## src/hdl/lcg48_pkg.sv

```systemverilog
// lcg48_pkg: constants, command codes and the draw helper for the 48-bit LCG.
// Used by lcg48_step, lcg48_mod and lcg48_random_generator_top. No dependencies.
`timescale 1ns / 1ps
package lcg48_pkg;

    localparam int unsigned STATE_W    = 48;
    localparam int unsigned DIGIT_W    = 16;
    localparam int unsigned MULT_W     = 35;
    localparam int unsigned PROD_W     = DIGIT_W + MULT_W;
    localparam int unsigned DRAW_W     = 31;
    localparam int unsigned WORD_W     = 32;
    localparam int unsigned VALUE_W    = 64;
    localparam int unsigned CNT_W      = 2;

    localparam logic [MULT_W-1:0]  LCG_MULT = 35'h5DEECE66D;
    localparam logic [STATE_W-1:0] LCG_ADD  = 48'd11;

    localparam logic [1:0] CMD_SEED    = 2'd0;
    localparam logic [1:0] CMD_NEXT    = 2'd1;
    localparam logic [1:0] CMD_BOUNDED = 2'd2;
    localparam logic [1:0] CMD_LONG    = 2'd3;

    // top nbits of the state, nbits saturated at 32, zero for nbits of zero
    function automatic logic [WORD_W-1:0] draw_top(input logic [STATE_W-1:0] st,
                                                   input logic [5:0] nbits);
        logic [5:0]         n;
        logic [STATE_W-1:0] sh;
        begin
            n  = (nbits > 6'd32) ? 6'd32 : nbits;
            sh = st >> (6'd48 - n);
            if (n == 6'd0) begin
                draw_top = '0;
            end else begin
                draw_top = sh[WORD_W-1:0];
            end
        end
    endfunction

endpackage

```

## src/hdl/lcg48_step.sv

```systemverilog
// lcg48_step: one LCG advance, state * 0x5DEECE66D + 11 mod 2^48.
// Shared 16x35 multiplier, one 16-bit digit of the state per cycle. Uses lcg48_pkg.
`timescale 1ns / 1ps
module lcg48_step (
    input  logic                           aclk,
    input  logic                           aresetn,
    input  logic                           start,
    input  logic [lcg48_pkg::STATE_W-1:0]  state_in,
    output logic                           done,
    output logic [lcg48_pkg::STATE_W-1:0]  state_out
);
    import lcg48_pkg::*;

    logic [STATE_W-1:0] opnd_reg, opnd_next;
    logic [STATE_W-1:0] acc_reg, acc_next;
    logic [CNT_W-1:0]   cnt_reg, cnt_next;
    logic               busy_reg, busy_next;
    logic               done_reg, done_next;
    logic [PROD_W-1:0]  prod;
    logic [STATE_W-1:0] part;

    assign prod = {{MULT_W{1'b0}}, opnd_reg[DIGIT_W-1:0]} * {{DIGIT_W{1'b0}}, LCG_MULT};

    always_comb begin
        case (cnt_reg)
            2'd0:    part = prod[STATE_W-1:0];
            2'd1:    part = {prod[STATE_W-DIGIT_W-1:0], {DIGIT_W{1'b0}}};
            2'd2:    part = {prod[DIGIT_W-1:0], {(2*DIGIT_W){1'b0}}};
            default: part = '0;
        endcase
    end

    always_comb begin
        opnd_next = opnd_reg;
        acc_next  = acc_reg;
        cnt_next  = cnt_reg;
        busy_next = busy_reg;
        done_next = 1'b0;
        if (start) begin
            opnd_next = state_in;
            acc_next  = LCG_ADD;
            cnt_next  = '0;
            busy_next = 1'b1;
        end else if (busy_reg) begin
            acc_next  = acc_reg + part;
            opnd_next = opnd_reg >> DIGIT_W;
            cnt_next  = cnt_reg + 2'd1;
            if (cnt_reg == 2'd2) begin
                busy_next = 1'b0;
                done_next = 1'b1;
            end
        end
    end

    always_ff @(posedge aclk) begin
        if (!aresetn) begin
            busy_reg <= 1'b0;
            done_reg <= 1'b0;
            cnt_reg  <= '0;
        end else begin
            busy_reg <= busy_next;
            done_reg <= done_next;
            cnt_reg  <= cnt_next;
        end
        opnd_reg <= opnd_next;
        acc_reg  <= acc_next;
    end

    assign done      = done_reg;
    assign state_out = acc_reg;

endmodule

```

## src/hdl/lcg48_mod.sv

```systemverilog
// lcg48_mod: serial restoring remainder of a 31-bit value by a 31-bit divisor.
// One quotient bit per cycle. Uses lcg48_pkg.
`timescale 1ns / 1ps
module lcg48_mod (
    input  logic                          aclk,
    input  logic                          aresetn,
    input  logic                          start,
    input  logic [lcg48_pkg::DRAW_W-1:0]  dividend,
    input  logic [lcg48_pkg::DRAW_W-1:0]  divisor,
    output logic                          done,
    output logic [lcg48_pkg::DRAW_W-1:0]  remainder
);
    import lcg48_pkg::*;

    logic [DRAW_W-1:0] num_reg, num_next;
    logic [DRAW_W-1:0] den_reg, den_next;
    logic [DRAW_W-1:0] rem_reg, rem_next;
    logic [4:0]        cnt_reg, cnt_next;
    logic              busy_reg, busy_next;
    logic              done_reg, done_next;
    logic [DRAW_W:0]   trial;

    assign trial = {rem_reg, num_reg[DRAW_W-1]};

    always_comb begin
        num_next  = num_reg;
        den_next  = den_reg;
        rem_next  = rem_reg;
        cnt_next  = cnt_reg;
        busy_next = busy_reg;
        done_next = 1'b0;
        if (start) begin
            num_next  = dividend;
            den_next  = divisor;
            rem_next  = '0;
            cnt_next  = 5'(DRAW_W - 1);
            busy_next = 1'b1;
        end else if (busy_reg) begin
            num_next = num_reg << 1;
            if (trial >= {1'b0, den_reg}) begin
                rem_next = DRAW_W'(trial - {1'b0, den_reg});
            end else begin
                rem_next = trial[DRAW_W-1:0];
            end
            cnt_next = cnt_reg - 5'd1;
            if (cnt_reg == 5'd0) begin
                busy_next = 1'b0;
                done_next = 1'b1;
            end
        end
    end

    always_ff @(posedge aclk) begin
        if (!aresetn) begin
            busy_reg <= 1'b0;
            done_reg <= 1'b0;
            cnt_reg  <= '0;
        end else begin
            busy_reg <= busy_next;
            done_reg <= done_next;
            cnt_reg  <= cnt_next;
        end
        num_reg <= num_next;
        den_reg <= den_next;
        rem_reg <= rem_next;
    end

    assign done      = done_reg;
    assign remainder = rem_reg;

endmodule

```

## src/hdl/lcg48_random_generator_top.sv

```systemverilog
// lcg48_random_generator_top: 48-bit LCG generator, command sequencer and output register.
// Instantiates lcg48_step and lcg48_mod. Uses lcg48_pkg.
//
//  channel | dir | tdata                                  | tuser
//  s_      | in  | seed[47:0] bits[53:48] bound[84:54]    | command[1:0]
//  m_      | out | value[63:0]                            | error
//
// Set seed and a bounded int with zero bound answer directly. Next bits and next long
// advance the LCG through lcg48_step, next long twice; a bounded int advances it, then
// scales a power-of-two bound by a multiply, else runs the serial remainder unit and
// redraws the 31-bit value on each rejection, with the remainder rechecked in S_CHK.
// Reset clears the LCG state to zero. s_tready is low from acceptance until the result
// transaction completes; a stalled m_ side holds the result.
`timescale 1ns / 1ps
module lcg48_random_generator_top (
    input  logic        aclk,
    input  logic        aresetn,
    input  logic        s_tvalid,
    output logic        s_tready,
    input  logic [87:0] s_tdata,   // seed[47:0], bits[53:48], bound[84:54], zero pad
    input  logic [1:0]  s_tuser,   // command[1:0]
    output logic        m_tvalid,
    input  logic        m_tready,
    output logic [63:0] m_tdata,   // value[63:0]
    output logic        m_tuser    // error
);
    import lcg48_pkg::*;

    localparam logic [2:0] S_IDLE = 3'd0;
    localparam logic [2:0] S_STEP = 3'd1;
    localparam logic [2:0] S_DRAW = 3'd2;
    localparam logic [2:0] S_POW  = 3'd3;
    localparam logic [2:0] S_DIV  = 3'd4;
    localparam logic [2:0] S_CHK  = 3'd5;
    localparam logic [2:0] S_OUT  = 3'd6;

    logic [2:0]          fsm_reg, fsm_next;
    logic [1:0]          cmd_reg, cmd_next;
    logic [5:0]          bits_reg, bits_next;
    logic [DRAW_W-1:0]   bound_reg, bound_next;
    logic [STATE_W-1:0]  lcg_reg, lcg_next;
    logic                half_reg, half_next;
    logic [WORD_W-1:0]   hi_reg, hi_next;
    logic [DRAW_W-1:0]   u_reg, u_next;
    logic [DRAW_W-1:0]   r_reg, r_next;
    logic [VALUE_W-1:0]  value_reg, value_next;
    logic                error_reg, error_next;
    logic                mvalid_reg, mvalid_next;

    logic                step_start, step_done;
    logic [STATE_W-1:0]  step_res;
    logic                mod_start, mod_done;
    logic [DRAW_W-1:0]   mod_rem;

    logic [47:0]         in_seed;
    logic [5:0]          in_bits;
    logic [DRAW_W-1:0]   in_bound;
    logic [61:0]         pow_prod;
    logic [WORD_W-1:0]   chk;
    logic [WORD_W-1:0]   lo_word;
    logic                is_pow2;

    assign in_seed  = s_tdata[47:0];
    assign in_bits  = s_tdata[53:48];
    assign in_bound = s_tdata[84:54];

    assign pow_prod = {31'b0, bound_reg} * {31'b0, u_reg};
    assign chk      = {1'b0, u_reg} - {1'b0, r_reg} + {1'b0, DRAW_W'(bound_reg - 31'd1)};
    assign lo_word  = lcg_reg[47:16];
    assign is_pow2  = (bound_reg & DRAW_W'(bound_reg - 31'd1)) == '0;

    lcg48_step u_step (
        .aclk      (aclk),
        .aresetn   (aresetn),
        .start     (step_start),
        .state_in  (lcg_reg),
        .done      (step_done),
        .state_out (step_res)
    );

    lcg48_mod u_mod (
        .aclk      (aclk),
        .aresetn   (aresetn),
        .start     (mod_start),
        .dividend  (lcg_reg[47:17]),
        .divisor   (bound_reg),
        .done      (mod_done),
        .remainder (mod_rem)
    );

    always_comb begin
        fsm_next    = fsm_reg;
        cmd_next    = cmd_reg;
        bits_next   = bits_reg;
        bound_next  = bound_reg;
        lcg_next    = lcg_reg;
        half_next   = half_reg;
        hi_next     = hi_reg;
        u_next      = u_reg;
        r_next      = r_reg;
        value_next  = value_reg;
        error_next  = error_reg;
        mvalid_next = mvalid_reg;
        step_start  = 1'b0;
        mod_start   = 1'b0;
        case (fsm_reg)
            S_IDLE: begin
                if (s_tvalid) begin
                    cmd_next   = s_tuser;
                    bits_next  = in_bits;
                    bound_next = in_bound;
                    half_next  = 1'b0;
                    case (s_tuser)
                        CMD_SEED: begin
                            lcg_next    = in_seed ^ {13'b0, LCG_MULT};
                            value_next  = '0;
                            error_next  = 1'b0;
                            mvalid_next = 1'b1;
                            fsm_next    = S_OUT;
                        end
                        CMD_BOUNDED: begin
                            if (in_bound == '0) begin
                                value_next  = '0;
                                error_next  = 1'b1;
                                mvalid_next = 1'b1;
                                fsm_next    = S_OUT;
                            end else begin
                                step_start = 1'b1;
                                fsm_next   = S_STEP;
                            end
                        end
                        default: begin
                            step_start = 1'b1;
                            fsm_next   = S_STEP;
                        end
                    endcase
                end
            end
            S_STEP: begin
                if (step_done) begin
                    lcg_next = step_res;
                    fsm_next = S_DRAW;
                end
            end
            S_DRAW: begin
                case (cmd_reg)
                    CMD_NEXT: begin
                        value_next  = {32'b0, draw_top(lcg_reg, bits_reg)};
                        error_next  = 1'b0;
                        mvalid_next = 1'b1;
                        fsm_next    = S_OUT;
                    end
                    CMD_BOUNDED: begin
                        u_next = lcg_reg[47:17];
                        if (is_pow2) begin
                            fsm_next = S_POW;
                        end else begin
                            mod_start = 1'b1;
                            fsm_next  = S_DIV;
                        end
                    end
                    default: begin
                        if (!half_reg) begin
                            hi_next    = lo_word;
                            half_next  = 1'b1;
                            step_start = 1'b1;
                            fsm_next   = S_STEP;
                        end else begin
                            value_next  = {hi_reg - {31'b0, lo_word[31]}, lo_word};
                            error_next  = 1'b0;
                            mvalid_next = 1'b1;
                            fsm_next    = S_OUT;
                        end
                    end
                endcase
            end
            S_POW: begin
                value_next  = {33'b0, pow_prod[61:31]};
                error_next  = 1'b0;
                mvalid_next = 1'b1;
                fsm_next    = S_OUT;
            end
            S_DIV: begin
                if (mod_done) begin
                    r_next   = mod_rem;
                    fsm_next = S_CHK;
                end
            end
            S_CHK: begin
                if (chk[31]) begin
                    step_start = 1'b1;
                    fsm_next   = S_STEP;
                end else begin
                    value_next  = {33'b0, r_reg};
                    error_next  = 1'b0;
                    mvalid_next = 1'b1;
                    fsm_next    = S_OUT;
                end
            end
            S_OUT: begin
                if (m_tready) begin
                    mvalid_next = 1'b0;
                    fsm_next    = S_IDLE;
                end
            end
            default: begin
                mvalid_next = 1'b0;
                fsm_next    = S_IDLE;
            end
        endcase
    end

    always_ff @(posedge aclk) begin
        if (!aresetn) begin
            fsm_reg    <= S_IDLE;
            mvalid_reg <= 1'b0;
            lcg_reg    <= '0;
            half_reg   <= 1'b0;
        end else begin
            fsm_reg    <= fsm_next;
            mvalid_reg <= mvalid_next;
            lcg_reg    <= lcg_next;
            half_reg   <= half_next;
        end
        cmd_reg   <= cmd_next;
        bits_reg  <= bits_next;
        bound_reg <= bound_next;
        hi_reg    <= hi_next;
        u_reg     <= u_next;
        r_reg     <= r_next;
        value_reg <= value_next;
        error_reg <= error_next;
    end

    assign s_tready = (fsm_reg == S_IDLE);
    assign m_tvalid = mvalid_reg;
    assign m_tdata  = value_reg;
    assign m_tuser  = error_reg;

`ifndef ASSERT_OFF
    a_ready_excl: assert property (@(posedge aclk) disable iff (!aresetn)
        s_tready |-> !m_tvalid)
        else $error("input ready while a result is pending");

    a_err_zero: assert property (@(posedge aclk) disable iff (!aresetn)
        (m_tvalid && m_tuser) |-> (m_tdata == '0))
        else $error("error result with nonzero value");

    a_units_excl: assert property (@(posedge aclk) disable iff (!aresetn)
        !(step_done && mod_done))
        else $error("multiplier and remainder unit finished together");

    a_seed_fast: assert property (@(posedge aclk) disable iff (!aresetn)
        (s_tvalid && s_tready && s_tuser == CMD_SEED) |=> (m_tvalid && !m_tuser))
        else $error("seed transaction did not produce a result next cycle");
`endif

endmodule

```

## config.mk

```make
export PLATFORM = sky130hd
export DESIGN_NAME = lcg48_random_generator_top
export DESIGN_NICKNAME = d
export VERILOG_FILES = /design/src/hdl/lcg48_pkg.sv /design/src/hdl/lcg48_step.sv /design/src/hdl/lcg48_mod.sv /design/src/hdl/lcg48_random_generator_top.sv
export SDC_FILE = /design/constraint.sdc
export NUM_CORES = 2
export LEC_CHECK = 0
export BUFFER_PORTS_ARGS = -buffer_cell sky130_fd_sc_hd__buf_2
export CORE_MARGIN = 1
export CORE_UTILIZATION = 40
export CTS_BUF_LIST = sky130_fd_sc_hd__clkbuf_4 sky130_fd_sc_hd__clkbuf_8 sky130_fd_sc_hd__clkbuf_16
export DETAILED_ROUTE_END_ITERATION = 8
export PLACE_DENSITY = 0.53
export SLEW_MARGIN = 30
export SYNTH_ARGS = -nofsm -noshare
export SYNTH_HDL_FRONTEND = slang
export SYNTH_SLANG_ARGS = --single-unit
```

## constraint.sdc

```tcl
create_clock -name aclk -period 7.78 [get_ports aclk]
set_input_delay 0.778 -clock aclk [delete_from_list [all_inputs] [get_ports aclk]]
set_output_delay 0.778 -clock aclk [all_outputs]
set_load 0.005 [all_outputs]
```

==> impl_metrics.env <==
export IMPL_status="finished, violations left"
export IMPL_failed_checks="setup timing"
export IMPL_worstSetupStartpointType="flop"
export IMPL_wire_per_inst_um=24.4
export IMPL_post_synth_top_area_fraction=0.325
export IMPL_critPathBufInv=9
export IMPL_die_y_um=412
export IMPL_final_nets=9864
export IMPL_met1_length_um=116000
export IMPL_grt_max_degree=74
export IMPL_yosysMostFrequentCell="inv_1"
export IMPL_gp_congestion=0.974
export IMPL_finalWorstSetupSlack_ps=-402
export IMPL_top_layer="met4"
export IMPL_holdWs_ps=278
export IMPL_critPathKind="flop to flop"
export IMPL_synth_ff_type="edfxtp_1"
export IMPL_grt_pass1_wl_um=373000
export IMPL_cp_end_kind="flop"
export IMPL_die_area_mm2=0.170
export IMPL_wl_met2_um=106000
export IMPL_place_ws_ps=-1080
export IMPL_drive_above_1_share=0.208
export IMPL_grt_overflow=0
export IMPL_synth_area_per_cell_um2=9.25
export IMPL_hp_class="input pin to flop"
export IMPL_hpwl_um=207000
export IMPL_cp_slowest_stage_delay_ps=600
export IMPL_hold_viol=0
export IMPL_cts_num_sinks=451
export IMPL_setup_viol=37
export IMPL_grt_usage=0.300
export IMPL_port_buffers=157
export IMPL_avgViaCountPerCell=5.37
export IMPL_maxCapViolCount=0
export IMPL_relSlewSlack=0.238
export IMPL_hold_buffers=0
export IMPL_cts_tree="built"
export IMPL_area_growth_pct=22.4
export IMPL_worstMarginPinSlew_ps=1140
export IMPL_crit_slowest_cell="fa_1"
export IMPL_path_delay_family="adder cells"
export IMPL_largest_reg_flops=64
export IMPL_synthArstFlopShare=0
export IMPL_worstPathArrival_ps=8790
export IMPL_synth_edff_count=308
export IMPL_drt_initial_drc_count=5464
export IMPL_io_pins=161
export IMPL_synth_largest_area_cell="fa_1"
export IMPL_h_tree_depth=2
export IMPL_fp_coreArea_mm2=0.167
export IMPL_max_freq_ghz=0.122
export IMPL_postSynthCellCount=7280
export IMPL_antenna_found_initial=19
export IMPL_finalWirelength_um=253000
export IMPL_min_period_ps=8180
export IMPL_cts_buffers_inserted=56
export IMPL_grt_pass1_vias=56017
export IMPL_post_route_period_util=1.05
export IMPL_antenna_left=0
export IMPL_required_ps=8390
export IMPL_syn_nets=9032
export IMPL_die_x_um=412
export IMPL_ys_seq_elements=451
export IMPL_dr_wl_met3_um=23600
export IMPL_drc=0
export IMPL_drt_pass1_iterations=6
export IMPL_drv_slew=0
export IMPL_start_util=0.403
export IMPL_clkTransAtPathRegs_ps=60
export IMPL_synth_area_mm2=0.0673
export IMPL_fin_skew_ps=53.2
export IMPL_root_buffer="clkbuf_16"
export IMPL_num_vias=55641
export IMPL_clockBufferDepth=3
export IMPL_grt_setup_unrepaired="true"
export IMPL_clock_latency_ps=690
export IMPL_rows=150
export IMPL_yosysWarnings=0
export IMPL_synth_cell_types=93
export IMPL_seq_area_frac_synth=0.180
export IMPL_critPathMaxFanout=5
export IMPL_synthTopCellsByCount="inv_1 (1349), nand2_1 (1145), fa_1 (1093), ha_1 (565), and2_1 (343)"
export IMPL_yosys_top_cells_area="fa_1 (33%), edfxtp_1 (14%), ha_1 (11%)"
final timing paths:
path / start / end / slack, ps / cells past startpoint
hold / removal: s_tdata[48] / bits_reg[0]$_DFFE_PP_ / 280 / 1
hold reg to reg: u_mod.remainder[20]$_SDFFE_PP0P_ / r_reg[20]$_DFFE_PP_ / 460 / 0
setup / recovery: u_step.opnd_reg[6]$_DFFE_PP_ / u_step.state_out[47]$_SDFFE_PP0P_ / -400 / 32
setup reg to reg: u_step.opnd_reg[6]$_DFFE_PP_ / u_step.state_out[47]$_SDFFE_PP0P_ / -400 / 32
worst register-to-register path: cells and delay by family (launching register included):
family / cells / cell delay, ps
AO/OA/AOI/OAI: 12 / 2300
adder cells (fa/ha/maj): 8 / 3770
buffers and inverters: 9 / 980
flip-flops: 1 / 480
multiplexers: 2 / 470
AND/OR/NAND/NOR: 1 / 180
layer usage:
layer | global-route usage | vias up
met4 | 0.0812 | 0
met5 | 0 | -
met3 | 0.0613 | 276
li1 | - | 24950
met1 | 0.451 | 28208
met2 | 0.433 | 2207
stage by stage:
step                      cells  setup TNS [ps]  cell area [um^2]   util
after global placement    10148          -20480             76800  0.460
after global routing      10365          -16800             82400  0.493
final                     10368           -6480             82400  0.493
after CTS                 10318           -4830             80600  0.483
after floorplan            7280               0             67300      -
after detailed placement  10156          -18770             76800  0.460
cells in the final DEF (no fill, tap or decap), types with 42 or more instances in the layout:
| cell type | n |
|---|---|
| a211oi_1 | 46 |
| a21o_1 | 96 |
| a21oi_1 | 188 |
| and2_1 | 332 |
| buf_12 | 64 |
| buf_2 | 165 |
| buf_4 | 844 |
| buf_6 | 60 |
| clkbuf_16 | 58 |
| dfxtp_1 | 141 |
| edfxtp_1 | 308 |
| fa_1 | 1040 |
| fa_2 | 53 |
| ha_1 | 515 |
| ha_4 | 45 |
| inv_1 | 1307 |
| inv_2 | 42 |
| mux2i_1 | 169 |
| nand2_1 | 1130 |
| nand2b_1 | 45 |
| nand3_1 | 73 |
| nor2_1 | 216 |
| nor2b_1 | 45 |
| nor3_1 | 43 |
| o21ai_0 | 128 |
| xnor2_1 | 73 |
| xor2_1 | 50 |
cells by family (layout without fill, tap and decap cells):
logic type                 after synthesis  in the layout  synth area share
AOI/OAI and AO/OA                      959            959            0.0960
xor gates and xnor gates               151            151            0.0198
adders and majority gates             1658           1658             0.430
buffers and inverters                 1718           2597            0.0963
DFF                                    451            451             0.180
muxes                                  184            184            0.0288
other                                    0              5                 0
and+or+nand+nor                       2159           2159             0.149
timing repair:
item / 4_1_cts / 5_1_grt
gates resized for setup: 289 / 304
setup buffers: 61 / 54
setup endpoints to repair: 55 / 60
pin swaps: 142 / 203
cell type report:
class	count	area (um^2)
sequential	451	12100
clock inverter	31	350
timing repair buffer	1142	9270
multi-input combinational	5111	51200
inverter	1350	5070
fill	15860	84700
tap	2204	2760
antenna	5	12.5
clock buffer	74	1610
Power is left out: the tool's default activity adds up to more than one toggle a clock period on the data nets, which glitch-free logic cannot reach.
